[src/rtl/ocs_pkg.sv]
// ----------------------------------------------------------------------------
// ocs_pkg
// shared widths, register codes, reset values and types of the chip slicer
// ----------------------------------------------------------------------------
`default_nettype none

package ocs_pkg;

  localparam int POS_W    = 40;
  localparam int ACC_W    = 56;
  localparam int SUM_W    = 40;
  localparam int CNT_W    = 17;
  localparam int NUM_W    = 16;
  localparam int FRAC_W   = 16;
  localparam int SKIP_W   = 24;
  localparam int PER_W    = 24;
  localparam int HALF_W   = 8;
  localparam int ADDR_W   = 4;
  localparam int DATA_W   = 32;

  localparam int MAX_CHIPS_DEF   = 65536;
  localparam int SAMPLE_BITS_DEF = 16;

  localparam logic [SKIP_W-1:0] SKIP_RST   = 24'd0;
  localparam logic [PER_W-1:0]  PERIOD_RST = 24'd4266667;
  localparam logic [HALF_W-1:0] HALF_RST   = 8'd32;
  localparam logic [CNT_W-1:0]  TOTAL_RST  = 17'd38400;

  typedef enum logic [1:0] {
    REG_SKIP,
    REG_PERIOD,
    REG_HALF,
    REG_TOTAL
  } reg_idx_t;

  typedef struct packed {
    logic [SKIP_W-1:0] skip_samples;
    logic [PER_W-1:0]  chip_period_q16;
    logic [HALF_W-1:0] half_chip_samples;
    logic [CNT_W-1:0]  chip_total;
  } cfg_t;

  typedef struct packed {
    logic             chip_i;
    logic             chip_q;
    logic [NUM_W-1:0] chip_number;
    logic             final_chip;
  } res_t;

endpackage : ocs_pkg

`default_nettype wire

[src/rtl/oqpsk_chip_slicer.sv]
// ----------------------------------------------------------------------------
// oqpsk_chip_slicer
// integrate-and-dump chip slicer for offset-qpsk samples
//
// the input channel carries one signed i/q sample pair per transfer; the
// output channel carries one chip (two rail decisions, chip index and a last
// flag) at the end of each chip window. the apb port sets the leading skip,
// the q16 chip period, the q rail offset and the chip count. the user must
// write it only while the block is idle; the block does not enforce this.
// throughput is one sample per cycle while the output is not stalled, since
// the window accumulator and the two sums update as each sample is taken. a
// sample passes an input register and then the update logic; a chip closed
// by a sample enters the output register as that sample leaves the input
// register. out_* hold while out_stall is high; the input register keeps
// taking one more sample, and in_stall rises once that register and the
// output register are both full and the output is stalled.
// reset clears counters, sums and valid flags and loads register defaults;
// past the chip count it drops every sample until the count is raised or reset.
// ----------------------------------------------------------------------------
`default_nettype none

module oqpsk_chip_slicer
  import ocs_pkg::*;
#(
  parameter int MAX_CHIPS   = MAX_CHIPS_DEF,
  parameter int SAMPLE_BITS = SAMPLE_BITS_DEF
) (
  input  wire logic                          clk,
  input  wire logic                          rst_n,
  input  wire logic                          in_valid,
  output logic                               in_stall,
  input  wire logic signed [SAMPLE_BITS-1:0] in_i_sample,
  input  wire logic signed [SAMPLE_BITS-1:0] in_q_sample,
  output logic                               out_valid,
  input  wire logic                          out_stall,
  output logic                               out_chip_i,
  output logic                               out_chip_q,
  output logic             [NUM_W-1:0]       out_chip_number,
  output logic                               out_final_chip,
  input  wire logic                          psel,
  input  wire logic                          penable,
  input  wire logic                          pwrite,
  input  wire logic        [ADDR_W-1:0]      paddr,
  input  wire logic        [DATA_W-1:0]      pwdata,
  output logic             [DATA_W-1:0]      prdata,
  output logic                               pready
);

  cfg_t                          cfg;
  logic                          s1_valid_r;
  logic signed [SAMPLE_BITS-1:0] s1_i_r;
  logic signed [SAMPLE_BITS-1:0] s1_q_r;
  logic                          go;
  logic                          in_xfer;
  logic                          res_vld;
  res_t                          res;
  logic                          out_valid_r;
  res_t                          out_r;

  ocs_cfg u_cfg (
    .clk     (clk),
    .rst_n   (rst_n),
    .psel    (psel),
    .penable (penable),
    .pwrite  (pwrite),
    .paddr   (paddr),
    .pwdata  (pwdata),
    .prdata  (prdata),
    .pready  (pready),
    .cfg     (cfg)
  );

  ocs_core #(
    .MAX_CHIPS   (MAX_CHIPS),
    .SAMPLE_BITS (SAMPLE_BITS)
  ) u_core (
    .clk      (clk),
    .rst_n    (rst_n),
    .fire     (go),
    .i_sample (s1_i_r),
    .q_sample (s1_q_r),
    .cfg      (cfg),
    .res_vld  (res_vld),
    .res      (res)
  );

  assign go       = s1_valid_r && !(out_valid_r && out_stall);
  assign in_stall = s1_valid_r && !go;
  assign in_xfer  = in_valid && !in_stall;

  always_ff @(posedge clk) begin
    if (!rst_n) begin
      s1_valid_r <= 1'b0;
    end else if (in_xfer) begin
      s1_valid_r <= 1'b1;
    end else if (go) begin
      s1_valid_r <= 1'b0;
    end
  end

  always_ff @(posedge clk) begin
    if (in_xfer) begin
      s1_i_r <= in_i_sample;
      s1_q_r <= in_q_sample;
    end
  end

  always_ff @(posedge clk) begin
    if (!rst_n) begin
      out_valid_r <= 1'b0;
    end else if (go && res_vld) begin
      out_valid_r <= 1'b1;
    end else if (!out_stall) begin
      out_valid_r <= 1'b0;
    end
  end

  always_ff @(posedge clk) begin
    if (go && res_vld) begin
      out_r <= res;
    end
  end

  assign out_valid       = out_valid_r;
  assign out_chip_i      = out_r.chip_i;
  assign out_chip_q      = out_r.chip_q;
  assign out_chip_number = out_r.chip_number;
  assign out_final_chip  = out_r.final_chip;

endmodule : oqpsk_chip_slicer

`default_nettype wire

[src/rtl/ocs_cfg.sv]
// ----------------------------------------------------------------------------
// ocs_cfg
// apb register file holding the slicer configuration
// ----------------------------------------------------------------------------
`default_nettype none

module ocs_cfg
  import ocs_pkg::*;
(
  input  wire logic              clk,
  input  wire logic              rst_n,
  input  wire logic              psel,
  input  wire logic              penable,
  input  wire logic              pwrite,
  input  wire logic [ADDR_W-1:0] paddr,
  input  wire logic [DATA_W-1:0] pwdata,
  output logic      [DATA_W-1:0] prdata,
  output logic                   pready,
  output cfg_t                   cfg
);

  cfg_t     cfg_r;
  cfg_t     cfg_nxt;
  reg_idx_t idx;
  logic     wr;

  assign idx    = reg_idx_t'(paddr[3:2]);
  assign wr     = psel && penable && pwrite;
  assign pready = 1'b1;
  assign cfg    = cfg_r;

  always_comb begin
    cfg_nxt = cfg_r;
    if (wr) begin
      unique case (idx)
        REG_SKIP:   cfg_nxt.skip_samples      = pwdata[SKIP_W-1:0];
        REG_PERIOD: cfg_nxt.chip_period_q16   = pwdata[PER_W-1:0];
        REG_HALF:   cfg_nxt.half_chip_samples = pwdata[HALF_W-1:0];
        REG_TOTAL:  cfg_nxt.chip_total        = pwdata[CNT_W-1:0];
        default:    cfg_nxt = cfg_r;
      endcase
    end
  end

  always_comb begin
    unique case (idx)
      REG_SKIP:   prdata = DATA_W'(cfg_r.skip_samples);
      REG_PERIOD: prdata = DATA_W'(cfg_r.chip_period_q16);
      REG_HALF:   prdata = DATA_W'(cfg_r.half_chip_samples);
      REG_TOTAL:  prdata = DATA_W'(cfg_r.chip_total);
      default:    prdata = '0;
    endcase
  end

  always_ff @(posedge clk) begin
    if (!rst_n) begin
      cfg_r.skip_samples      <= SKIP_RST;
      cfg_r.chip_period_q16   <= PERIOD_RST;
      cfg_r.half_chip_samples <= HALF_RST;
      cfg_r.chip_total        <= TOTAL_RST;
    end else begin
      cfg_r <= cfg_nxt;
    end
  end

endmodule : ocs_cfg

`default_nettype wire

[src/rtl/ocs_core.sv]
// ----------------------------------------------------------------------------
// ocs_core
// window tracking, integrate-and-dump sums and chip decisions, one sample
// per cycle while fire is high
// ----------------------------------------------------------------------------
`default_nettype none

module ocs_core
  import ocs_pkg::*;
#(
  parameter int MAX_CHIPS   = MAX_CHIPS_DEF,
  parameter int SAMPLE_BITS = SAMPLE_BITS_DEF
) (
  input  wire logic                          clk,
  input  wire logic                          rst_n,
  input  wire logic                          fire,
  input  wire logic signed [SAMPLE_BITS-1:0] i_sample,
  input  wire logic signed [SAMPLE_BITS-1:0] q_sample,
  input  wire cfg_t                          cfg,
  output logic                               res_vld,
  output res_t                               res
);

  localparam logic [CNT_W-1:0] MAX_CNT = CNT_W'(MAX_CHIPS);
  localparam logic [POS_W-1:0] POS_MAX = '1;

  function automatic logic signed [SUM_W-1:0] sat_add(
    input logic signed [SUM_W-1:0] a,
    input logic signed [SUM_W-1:0] b
  );
    logic signed [SUM_W:0] s;
    s = {a[SUM_W-1], a} + {b[SUM_W-1], b};
    if (s[SUM_W] != s[SUM_W-1]) begin
      sat_add = s[SUM_W] ? {1'b1, {(SUM_W-1){1'b0}}} : {1'b0, {(SUM_W-1){1'b1}}};
    end else begin
      sat_add = s[SUM_W-1:0];
    end
  endfunction

  logic        [POS_W-1:0] pos_r;
  logic        [ACC_W-1:0] acc_r;
  logic signed [SUM_W-1:0] isum_r;
  logic signed [SUM_W-1:0] qsum_r;
  logic        [CNT_W-1:0] cnt_r;

  logic        [CNT_W-1:0] total;
  logic                    done;
  logic                    pre;
  logic        [POS_W-1:0] rel;
  logic        [ACC_W-1:0] acc_nxt;
  logic        [POS_W-1:0] win_start;
  logic        [POS_W-1:0] win_end;
  logic                    in_win;
  logic                    q_ok;
  logic signed [SUM_W-1:0] iv;
  logic signed [SUM_W-1:0] qv;
  logic signed [SUM_W-1:0] isum_nxt;
  logic signed [SUM_W-1:0] qsum_nxt;

  always_comb begin
    total     = (cfg.chip_total > MAX_CNT) ? MAX_CNT : cfg.chip_total;
    done      = cnt_r >= total;
    pre       = pos_r < POS_W'(cfg.skip_samples);
    rel       = pos_r - POS_W'(cfg.skip_samples);
    acc_nxt   = acc_r + ACC_W'(cfg.chip_period_q16);
    win_start = acc_r[ACC_W-1:FRAC_W];
    win_end   = acc_nxt[ACC_W-1:FRAC_W];
    in_win    = (rel >= win_start) && (rel < win_end);
    q_ok      = {1'b0, rel} >= ({1'b0, win_start} + (POS_W+1)'(cfg.half_chip_samples));
    iv        = {{(SUM_W-SAMPLE_BITS){i_sample[SAMPLE_BITS-1]}}, i_sample};
    qv        = {{(SUM_W-SAMPLE_BITS){q_sample[SAMPLE_BITS-1]}}, q_sample};
    isum_nxt  = in_win ? sat_add(isum_r, iv) : isum_r;
    qsum_nxt  = (in_win && q_ok) ? sat_add(qsum_r, qv) : qsum_r;
    res_vld   = fire && !done && !pre &&
                (({1'b0, rel} + (POS_W+1)'(1)) >= {1'b0, win_end});
    res.chip_i      = isum_nxt > 0;
    res.chip_q      = qsum_nxt > 0;
    res.chip_number = cnt_r[NUM_W-1:0];
    res.final_chip  = cnt_r == (total - CNT_W'(1));
  end

  always_ff @(posedge clk) begin
    if (!rst_n) begin
      pos_r  <= '0;
      acc_r  <= '0;
      isum_r <= '0;
      qsum_r <= '0;
      cnt_r  <= '0;
    end else if (fire && !done) begin
      if (pos_r != POS_MAX) begin
        pos_r <= pos_r + POS_W'(1);
      end
      if (!pre) begin
        if (res_vld) begin
          isum_r <= '0;
          qsum_r <= '0;
          cnt_r  <= cnt_r + CNT_W'(1);
          acc_r  <= acc_nxt;
        end else begin
          isum_r <= isum_nxt;
          qsum_r <= qsum_nxt;
        end
      end
    end
  end

endmodule : ocs_core

`default_nettype wire

[config.mk]
export PLATFORM = sky130hd
export DESIGN_NAME = oqpsk_chip_slicer
export DESIGN_NICKNAME = d
export VERILOG_FILES = /design/src/rtl/ocs_pkg.sv /design/src/rtl/oqpsk_chip_slicer.sv /design/src/rtl/ocs_cfg.sv /design/src/rtl/ocs_core.sv
export SDC_FILE = /design/constraint.sdc
export NUM_CORES = 1
export LEC_CHECK = 0
export ABC_AREA = 0
export BUFFER_PORTS_ARGS = -buffer_cell sky130_fd_sc_hd__buf_2
export CAP_MARGIN = 20
export CORE_UTILIZATION = 35
export DETAILED_ROUTE_END_ITERATION = 10
export PLACE_DENSITY = 0.58
export SLEW_MARGIN = 0
export SYNTH_ARGS = -nofsm -noshare
export SYNTH_HDL_FRONTEND = slang
export SYNTH_SLANG_ARGS = --single-unit
[constraint.sdc]
create_clock -name clk -period 6.6 [get_ports clk]
set_clock_uncertainty 0.1 [all_clocks]
set_input_delay 0.33 -clock clk [delete_from_list [all_inputs] [get_ports clk]]
set_output_delay 0.33 -clock clk [all_outputs]
set_load 0.05 [all_outputs]
# [Yosys cells after proc, flatten, opt, wreduce, memory -nomap -nowiden]
# Cells that the tools add are included.
[word_totals] register_bits=319 elab_cells=84 output_inout_bits=54
[op_classes] n_addsub=9 order_cmp=9 muxes=14 bitwise_logic=1 eq_ne=8 n_reduce_logical=26
[ops] op="two-way mux 40 bit" n=8
[ops] op="one-hot mux 32 bit (4 select lines)" n=1
[ops] op="adder 40 x 16 -> 41 bit" n=2
[ops] op="greater-than comparator 40 x 1 -> 1 bit, second input constant" n=2
[ops] op="adder 56 x 24 -> 56 bit" n=1
[ops] op="adder 40 x 1 -> 41 bit, second input constant" n=1
[ops] op="adder 40 x 8 -> 41 bit" n=1
[ops] op="greater-or-equal comparator 40 x 41 -> 1 bit" n=1
[ops] op="greater-or-equal comparator 41 x 40 -> 1 bit" n=1
[ops] op="adder 40 x 1 -> 40 bit, second input constant" n=1
[ops] op="greater-or-equal comparator 40 bit" n=1
[ops] op="less-than comparator 40 x 24 -> 1 bit" n=1
[ops] op="less-than comparator 40 bit" n=1
[ops] op="!= test 40 bit, second input constant" n=1
[ops] op="subtractor 40 x 24 -> 40 bit" n=1
[ops] op="adder 17 x 1 -> 17 bit, second input constant" n=1
[ops] op="== test 17 bit" n=1
[ops] op="greater-or-equal comparator 17 bit" n=1
[ops] op="greater-than comparator 17 bit, second input constant" n=1
[ops] op="two-way mux 17 bit" n=1
[ops] op="subtractor 17 x 1 -> 17 bit, second input constant" n=1
[ops] op="logical AND 1 bit" n=12
[ops] op="AND reduction 2 bit" n=6
[ops] op="zero test 1 bit" n=5
[ops] op="other kinds (9)" n=14

# [Logic depth before layout (Yosys ltp)]
# Gate-level depths: netlist of the first run.
[logic_depth] word_depth=9 depth_mapped=31 mapped_depth_nobuf=29

# [Modules after synthesis]
# From an unflattened synthesis of the first run, not the netlist that was laid out.
[unflattened] cells_unflattened=3510 hier_area_um2=28117.0
[modules_own_cells] mod="ocs_core" seq_area_each_um2=3863.7 area_per_inst_um2=23050.9 cells_each=3098 instances=1
[modules_own_cells] mod="ocs_cfg" seq_area_each_um2=1461.4 area_per_inst_um2=3443.3 cells_each=351 instances=1
[modules_own_cells] mod="oqpsk_chip_slicer" seq_area_each_um2=1571.5 area_per_inst_um2=1622.8 cells_each=61 instances=1

# [Worst setup path before layout of the first run]
# Ideal clock, no wire load.
[synth_timing] kind="flip-flop to flip-flop" from="register u_core.pos_r[0]" to="register u_core.acc_r[24]" n_path_buf=3 stages_incl_launch_ff=29 arrival_ns=5.886 setup_ns=0.121 required_time_ns=6.379 period_less_slack_ns=6.107 slack_ns=0.493 cell_sequence="dfxtp_1 > inv_1 > ha_1 > inv_1 > fa_1 > a21oi_1 > o21ai_0 > o31a_1 > o21ai_1 > a21oi_1 > or2_2 > clkbuf_1 > or3_1 > o22a_1 > nor4b_1 > nand2_1 > xnor2_1 > ha_1 > a21o_1 > a21oi_1 > nor2b_1 > o21ai_0 > a21boi_0 > nor3b_1 > o31a_1 > clkbuf_1 > clkbuf_1 > a21oi_1 > mux2i_1"
[synth_between] elab_chain_len=5
[synth_lines] element="start: declaration" line_no="ocs_core.sv:40" source="logic [POS_W-1:0] pos_r;"
[synth_lines] element="start signal: assignment" line_no="ocs_core.sv:91" source="pos_r <= pos_r + POS_W'(1);"
[synth_lines] element="subtractor 40 x 24 -> 40 bit or less-than comparator 40 x 24 -> 1 bit (tied branches)" line_no="ocs_core.sv:64, ocs_core.sv:63"
[synth_lines] element="adder 40 x 1 -> 41 bit or zero test 1 bit (tied branches)" line_no="ocs_core.sv:75, ocs_core.sv:74"
[synth_lines] element="greater-or-equal comparator 41 x 40 -> 1 bit or logical AND 1 bit (tied branches)" line_no="ocs_core.sv:75, ocs_core.sv:74"
[synth_lines] element="logical AND 1 bit" line_no="ocs_core.sv:74" source="res_vld = fire && !done && !pre &&"
[synth_lines] element="AND reduction 3 bit (no source line) (*)"
[synth_lines] element="end signal: assignment" line_no="ocs_core.sv:98" source="acc_r <= acc_nxt;"
[synth_lines] element="end: declaration" line_no="ocs_core.sv:41" source="logic [ACC_W-1:0] acc_r;"
# Every way passes the cells marked *; elsewhere a longest branch is shown, timed or not.
# A chain may end at the register's enable or synchronous reset.

# [Worst setup path in the final report of the first run]
[layout_timing] from="register u_core.pos_r[0]" to="register u_core.qsum_r[9]"
[layout_between] elab_chain_len=6
[layout_lines] element="branches (longest 6 deep; another with adder 40 x 1 -> 41 bit)"
[layout_lines] element="end signal: assignment" line_no="ocs_core.sv:101" source="qsum_r <= qsum_nxt;"
[layout_lines] element="end: declaration" line_no="ocs_core.sv:43" source="logic signed [SUM_W-1:0] qsum_r;"
# Parallel ways; which one is timed is not known.

==> results of run 1 <==
-- through the flow --
step                      cells  instance area (sq um)    util  setup WS, ps
after CTS                  4891                  33100  0.4116         9.591
after detailed placement   4755                  30970  0.3851         17.88
final                      4897                  33310  0.4142         257.4
after global routing       4897                  33310  0.4142        -6.738
after global placement     4755                  30970  0.3851         2.776
after floorplan            3604                  28440       -         492.8
-- state kept, by name, indices dropped and copies added (netlist names) --
register and cells:
out_chip_i 1, out_chip_number 16, out_chip_q 1, out_final_chip 1, out_valid 1, s1_i_r 16, s1_q_r 16, s1_valid_r 1
u_cfg.cfg 73, u_core.acc_r 56, u_core.cnt_r 17, u_core.isum_r 40, u_core.pos_r 40, u_core.qsum_r 40
-- power breakdown --
group	internal, mW	switching (mW)
Clock	1.55	1.01
Sequential	2.11	0.115
Combinational	1.33	1.94
-- critical path: cells and delay by family (launching register included) --
family | cells | cell delay, ps
buffers and inverters | 4 | 520
AND/OR/NAND/NOR | 4 | 1280
XOR/XNOR | 1 | 160
adder cells (fa/ha/maj) | 3 | 880
AO/OA/AOI/OAI | 14 | 3010
flip-flops | 1 | 330
-- Yosys cell counts (14+ instances only) --
cell | instances | area (sq um)
and3_1 | 37 | 231.5
xor2_1 | 70 | 613.1
buf_2 | 14 | 70.07
nand2b_1 | 29 | 181.4
nand2_1 | 470 | 1764
xnor2_1 | 206 | 1804
a2111oi_0 | 16 | 140.1
nor2_1 | 222 | 833.3
and2_1 | 31 | 193.9
a21o_1 | 93 | 698.2
or3_1 | 28 | 175.2
nor3_1 | 127 | 635.6
o21bai_1 | 24 | 180.2
o2111a_1 | 17 | 191.4
ha_1 | 314 | 3929
nand4_1 | 86 | 538.0
dfxtp_1 | 268 | 5365
edfxtp_1 | 51 | 1531
nor4_1 | 40 | 250.2
and4_1 | 14 | 122.6
a21oi_1 | 316 | 1582
a31oi_1 | 17 | 106.4
o21ai_0 | 169 | 845.8
inv_1 | 128 | 480.5
or2_2 | 15 | 93.84
nand3_1 | 127 | 635.6
mux2i_1 | 122 | 1221
a211oi_1 | 34 | 255.2
clkbuf_1 | 156 | 585.6
o211ai_1 | 57 | 427.9
nor2b_1 | 27 | 168.9
o21a_1 | 23 | 172.7
-- what timing repair did --
action	in CTS	in global routing
setup buffers	0	5
endpoints found under the setup margin	0	175
hold buffers	58	0
hold endpoints to repair	105	0
resized for setup	0	44
-- metal layers --
metal  global-route usage  routed length, microns
met1               0.3088                   43580
met2               0.3443                   40760
met3              0.02563                    5202
met4              0.05944                    2257
met5                    0                      13
-- cell families (layout without fill, tap and decap cells) --
family,after synthesis,count (layout),synth area share
simple gates,1309,1309,0.2221
fa+ha+maj,325,325,0.1439
flops,319,319,0.2428
mux,137,137,0.05210
compound gates,908,908,0.2081
xor+xnor,276,276,0.08509
buf+inv,321,554,0.04558
other cells,2,9,0.0002643
-- how the worst min path moves through the flow --
| stage | cells after the start | to | slack [ps] | start |
|---|---|---|---|---|
| 2_1_floorplan | 0 | s1_i_r[0]$_DFFE_PP_ | 330 | in_i_sample[0] |
| 3_3_place_gp | 2 | u_core.acc_r[13]$_SDFFE_PN0P_ | 350 | u_core.acc_r[13]$_SDFFE_PN0P_ |
| 3_5_place_dp | 2 | u_core.acc_r[13]$_SDFFE_PN0P_ | 360 | u_core.acc_r[13]$_SDFFE_PN0P_ |
| 4_1_cts | 2 | u_cfg.cfg[47]$_SDFFE_PN1P_ | 50 | rst_n |
| 5_1_grt | 2 | u_cfg.cfg[47]$_SDFFE_PN1P_ | 120 | rst_n |
| 6_report | 2 | u_cfg.cfg[47]$_SDFFE_PN1P_ | 120 | rst_n |
-- final cells by class --
cell class | instances | area [sq um]
Tap cell | 1060 | 1326
Clock inverter | 26 | 351.6
Fill cell | 8258 | 47110
Timing Repair Buffer | 344 | 2603
Inverter | 132 | 503.0
Clock buffer | 52 | 1201
Sequential cell | 319 | 6897
Multi-Input combinational cell | 2964 | 20430
==> out/qor.yml, run 1 <==
routing:
  drt_iter0_drc: 1919
  drt-vias-per-instance: 5.561
  vias: 27232
  wl_microns: 91810
  ant_nets: 0
  wire_per_inst_microns: 18.75
  first_pass_iters: 6
  drc: 0
yosys:
  async_reset_ff_frac: 0
  netlist_area_sq_um: 28410
  syn_area_per_cell_sq_um: 7.898
  synth_cells: 3597
  ys_warn_count: 0
  synth_edf_count: 51
  synth-seq-cells: 319
  yosysSeqAreaShare: 0.2428
  ys.flop_type: "dfxtp_1"
  synth_cell_types: 90
job:
  max_cap_violations: 0
critical_path:
  worstPathRequired_ps: 7010
  startpoint_type: "register"
  crit_path_max_incr_delay_ps: 530
  cp-end-kind: "register"
  cp_slowest_cell: "or4_1"
  reg2reg_to: "u_core.qsum_r[9]$_SDFFE_PN0P_"
  crit_fanout: 10
  r2r_cells: 26
  crit_end: "u_core.qsum_r[9]$_SDFFE_PN0P_"
  cp.arrival_ps: 6750
  critPathLaunch: "u_core.pos_r[0]$_SDFFE_PN0P_"
  crit_type: "register to register"
  rrSetupSlack_ps: 260
  worstReg2RegStart: "u_core.pos_r[0]$_SDFFE_PN0P_"
grt:
  grt_use_total: 0.2174
  grt_pass1_wl_microns: 144300
  antenna_found_initial: 1
  gr-total-overflow: 0
  grt_pass1_vias: 25527
  grt_max_degree: 100
clock_network:
  root_buffer: "clkbuf_16"
  cts_buffers: 42
  clock-sinks: 319
  clk-insertion-delay-late_ps: 600
  cts.htree.levels: 2
  cts_tree: "yes"
  cts.clk_slew.worst_paths_ps: 60
  clock_path_buffers: 3
pwr:
  ir_drop_mv: 0.2037
  pwr_density_cell_nw_per_um2: 241.7
  p_leak_nw: 13.47
  p_total_mw: 8.052
placed_design:
  post-dp-hpwl_microns: 70430
  port_buffers: 109
  gp_routability_congestion: 0.9253
layout:
  area_delta_synth_final_pct: 17.24
  final_common_cell: "nand2_1"
  fin_nets: 4197
  diodes: 0
  drive_above_1_share: 0.1209
  final_cell_mix: "nand2_1, ha_1, a21oi_1"
timing:
  drv_slew: 0
  layout_min_cycle_time_ps: 6343
  hold-worst-slack_ps: 116.7
  fin_crit_sh: 0.9610
  hold_viol_final: 0
  rsz0062_at_grt: "true"
  relSlewSlack: 0.1973
  setup-tns-final_ps: 0
  setup_violations: 0
  tightest_slew_ps: 1193
  fmax_ghz: 0.1577
hold_path:
  hold_path_class: "input pin to register"
die:
  core_area_sq_um: 80420
  die_area_sq_um: 82310
  die_w_microns: 286.9
  die_y_microns: 286.9
  ios: 129
  initial_utilization: 0.3533
  rows: 104
run_status:
  status: "finished, final reports clean"
Power figures use the tool's default switching activity.
==> run 2: changes to the inputs <==
--- a/config.mk
+++ b/config.mk
@@ -14,4 +14,5 @@
 export SLEW_MARGIN = 0
 export SYNTH_ARGS = -nofsm -noshare
 export SYNTH_HDL_FRONTEND = slang
+export SYNTH_HIERARCHICAL = 1
 export SYNTH_SLANG_ARGS = --single-unit
==> constraint.sdc (replaced) <==
create_clock -name clk -period 6.6 [get_ports clk]
set_clock_uncertainty 0.1 [all_clocks]
set_input_delay 0.33 -clock clk [delete_from_list [all_inputs] [get_ports clk]]
set_output_delay 0.33 -clock clk [all_outputs]
set_load 0.01 [all_outputs]
==> out/qor.yml, run 2 <==
yosys:
  synthMostInstantiatedCell: "nor2_1"  # was nand2_1
  ys_warn_count: 6  # was 0
  ys.flop_type: "dfxtp_1"  # unchanged
  ys_top_cells_by_area: "dfxtp_1, ha_1, xnor2_1"  # unchanged
  async_reset_ff_frac: 0  # unchanged
  netlist_area_sq_um: 28120  # was 28410 sq um
  synth_cell_types: 104  # was 90
  synth_cells: 3510  # was 3597
  synth_area_leader_cell: "dfxtp_1"  # unchanged
  synth_top_cell_area_share: 0.1908  # was 0.1888
  synth_common_cells: "nor2_1, ha_1, nand2_1"  # was nand2_1, a21oi_1, ha_1
  syn_area_per_cell_sq_um: 8.011  # was 7.898 sq um
  yosysSeqAreaShare: 0.2453  # was 0.2428
  synth-seq-cells: 319  # unchanged
  synth_edf_count: 51  # unchanged
timing:
  tightest_slew_ps: 1060  # was 1193 ps
  drv_slew: 0  # unchanged
  setup_violations: 0  # unchanged
  hold-worst-slack_ps: 44.59  # was 116.7 ps
  layout_min_cycle_time_ps: 6356  # was 6343 ps
  hold_viol_final: 0  # unchanged
  layout_setup_ws_ps: 244.0  # was 257.4 ps
  relSlewSlack: 0.2934  # was 0.1973
  fin_crit_sh: 0.9630  # was 0.9610
  fmax_ghz: 0.1573  # was 0.1577 GHz
  rsz0062_at_grt: "true"  # unchanged
die:
  die_w_microns: 285.4  # was 286.9 microns
  core_area_sq_um: 79260  # was 80420 sq um
  ios: 129  # unchanged
  die_area_sq_um: 81470  # was 82310 sq um
  rows: 103  # was 104
  initial_utilization: 0.3548  # was 0.3533
  die_y_microns: 285.4  # was 286.9 microns
grt:
  grt_pass1_wl_microns: 139400  # was 144300 microns
  grt_use_total: 0.2125  # was 0.2174
  gr-total-overflow: 0  # unchanged
  grt_pass1_vias: 24861  # was 25527
  grt_max_degree: 78  # was 100
  antenna_found_initial: 1  # unchanged
routing:
  drc: 0  # unchanged
  wl_microns: 89060  # was 91810 microns
  wire_per_inst_microns: 18.21  # was 18.75 microns
  ant_nets: 0  # unchanged
  drt_iter0_drc: 1974  # was 1919
  vias: 26533  # was 27232
  drt-vias-per-instance: 5.425  # was 5.561
  first_pass_iters: 6  # unchanged
layout:
  area_delta_synth_final_pct: 20.73  # was 17.24%
  fin_nets: 4202  # was 4197
  multi_input_area_sq_um: 20310  # was 20430 sq um
  final_cell_area_sq_um: 33950  # was 33310 sq um
  largest_register_ffs: 73  # unchanged
  final_common_cell: "nor2_1"  # was nand2_1
  final-seq-area_sq_um: 6913  # was 6897 sq um
  diodes: 0  # unchanged
  post-route-util: 0.4283  # was 0.4142
  fillers: 7965  # was 8258
  final-instance-count-excl-fill: 4891  # was 4897
  final_cell_mix: "nor2_1, nand2_1, ha_1"  # was nand2_1, ha_1, a21oi_1
  drive_above_1_share: 0.1614  # was 0.1209
critical_path:
  r2r_cells: 31  # was 26
  cp_slowest_cell: "or4b_4"  # was or4_1
  cpMostUsedCell: "a21o_1"
  crit_fanout: 6  # was 10
  startpoint_type: "register"  # unchanged
  rrSetupSlack_ps: 240  # was 260 ps
  worstReg2RegStart: "u_core/pos_r[0]$_SDFFE_PN0P_"  # was u_core.pos_r[0]$_SDFFE_PN0P_
  crit_path_max_incr_delay_ps: 500  # was 530 ps
  cp.arrival_ps: 6720  # was 6750 ps
  crit_type: "register to register"  # unchanged
  path_delay_family: "compound AO/OA/AOI/OAI gates"  # unchanged
  worstPathRequired_ps: 6970  # was 7010 ps
  cp-end-kind: "register"  # unchanged
  reg2reg_to: "u_core/cnt_r[14]$_SDFFE_PN0P_"  # was u_core.qsum_r[9]$_SDFFE_PN0P_
  critical_path_buf_inv_count: 5  # was 4
placed_design:
  post-place-cells: 4729  # was 4755
  post-dp-hpwl_microns: 68730  # was 70430 microns
  port_buffers: 109  # unchanged
  pre_cts_ws_ps: -139.1  # was 17.88 ps
  placed_cell_area_sq_um: 31100  # was 30970 sq um
  gp_routability_congestion: 0.9347  # was 0.9253
hold_path:
  hold_depth: 3  # was 2
  hold_path_class: "input pin to register"  # unchanged
  hp-start: "pwdata[6]"  # was rst_n
  min_to: "u_cfg/cfg[31]$_SDFFE_PN0P_"  # was u_cfg.cfg[47]$_SDFFE_PN1P_
clock_network:
  cts.htree.levels: 2  # unchanged
  root_buffer: "clkbuf_16"  # unchanged
  clock-sinks: 319  # unchanged
  cts_buffers: 42  # unchanged
  clock_path_buffers: 3  # unchanged
  clk-insertion-delay-late_ps: 600  # about the same
  cts.clk_slew.worst_paths_ps: 60  # about the same
  cts_tree: "yes"  # unchanged
run_status:
  status: "finished, final reports clean"  # unchanged
job:
  max_cap_violations: 0  # unchanged
pwr:
  ir_drop_mv: 0.1943  # was 0.2037 mV
  p_leak_nw: 13.67  # was 13.47 nW
  pwr_density_cell_nw_per_um2: 235.7  # was 241.7 nW/um^2
## run 2: cell type report
| type | instances | share of cell area |
|---|---|---|
| clock buffers | 58 | 0.03638 |
| clock inverters | 19 | 0.006782 |
| inverters | 159 | 0.01766 |
| multi-input cells | 2857 | 0.5985 |
| flip-flops and latches | 319 | 0.2036 |
| well taps | 1050 | 0.03870 |
| repair buffers | 429 | 0.09838 |
## run 2: through the flow
step | power [mW] | TNS [ps]
finish | 8.000 | 0
global route | 8.509 | -663.8
CTS | 7.839 | -0.3602
detailed placement | 5.353 | -2015
global placement | 5.327 | -1610
floorplan | 4.311 | 0
## run 2: logic make-up after synthesis
| logic type | Yosys count | synth area share |
|---|---|---|
| simple gates | 1266 | 0.2204 |
| compound gates | 826 | 0.1917 |
| buf+inv | 341 | 0.05327 |
| fa+ha+maj | 337 | 0.1497 |
| flops | 319 | 0.2453 |
| xor+xnor | 302 | 0.09407 |
| mux | 117 | 0.04530 |
| other cells | 2 | 0.0002671 |
## run 2: routing by layer
layer,GRT usage,share of wire,vias to the layer above
li1,-,-,13300
met3,0.02169,0.051,100
met4,0.05802,0.025,0
met2,0.3260,0.43,668
met1,0.3133,0.49,12465
met5,0,0,-
## run 2: tightest hold or removal path, delay by kind of cell
kind                   cells  cell delay, ps
multiplexers               1             100
AND/OR/NAND/NOR            1             170
buffers and inverters      1             100
## run 2: how the worst max path moves through the flow
stage | from | end | depth (start not counted)
floorplan | u_core/pos_r[0]$_SDFFE_PN0P_ | out_chip_i$_DFFE_PP_ | 29
global placement | u_core/pos_r[0]$_SDFFE_PN0P_ | out_chip_number[2]$_DFFE_PP_ | 29
detailed placement | u_cfg/cfg[31]$_SDFFE_PN0P_ | out_chip_i$_DFFE_PP_ | 26
CTS | u_cfg/cfg[50]$_SDFFE_PN0P_ | u_core/cnt_r[14]$_SDFFE_PN0P_ | 30
global route | u_core/pos_r[0]$_SDFFE_PN0P_ | u_core/acc_r[36]$_SDFFE_PN0P_ | 30
finish | u_core/pos_r[0]$_SDFFE_PN0P_ | u_core/cnt_r[14]$_SDFFE_PN0P_ | 31
## run 2: what timing repair did
| item | CTS | global route |
|---|---|---|
| gates resized for setup | 7 | 118 |
| setup endpoints to repair | 30 | 174 |
| endpoints found under the hold margin | 96 | 0 |
| hold buffers | 55 | 0 |
| buffers inserted | 3 | 25 |
| pin swaps | 2 | 49 |
| gates cloned | 0 | 4 |
## run 2: power by group
part           switching [mW]  internal (mW)
logic                    1.90           1.49
clock network           0.965           1.44
registers               0.109           2.09
total                    2.97           5.03
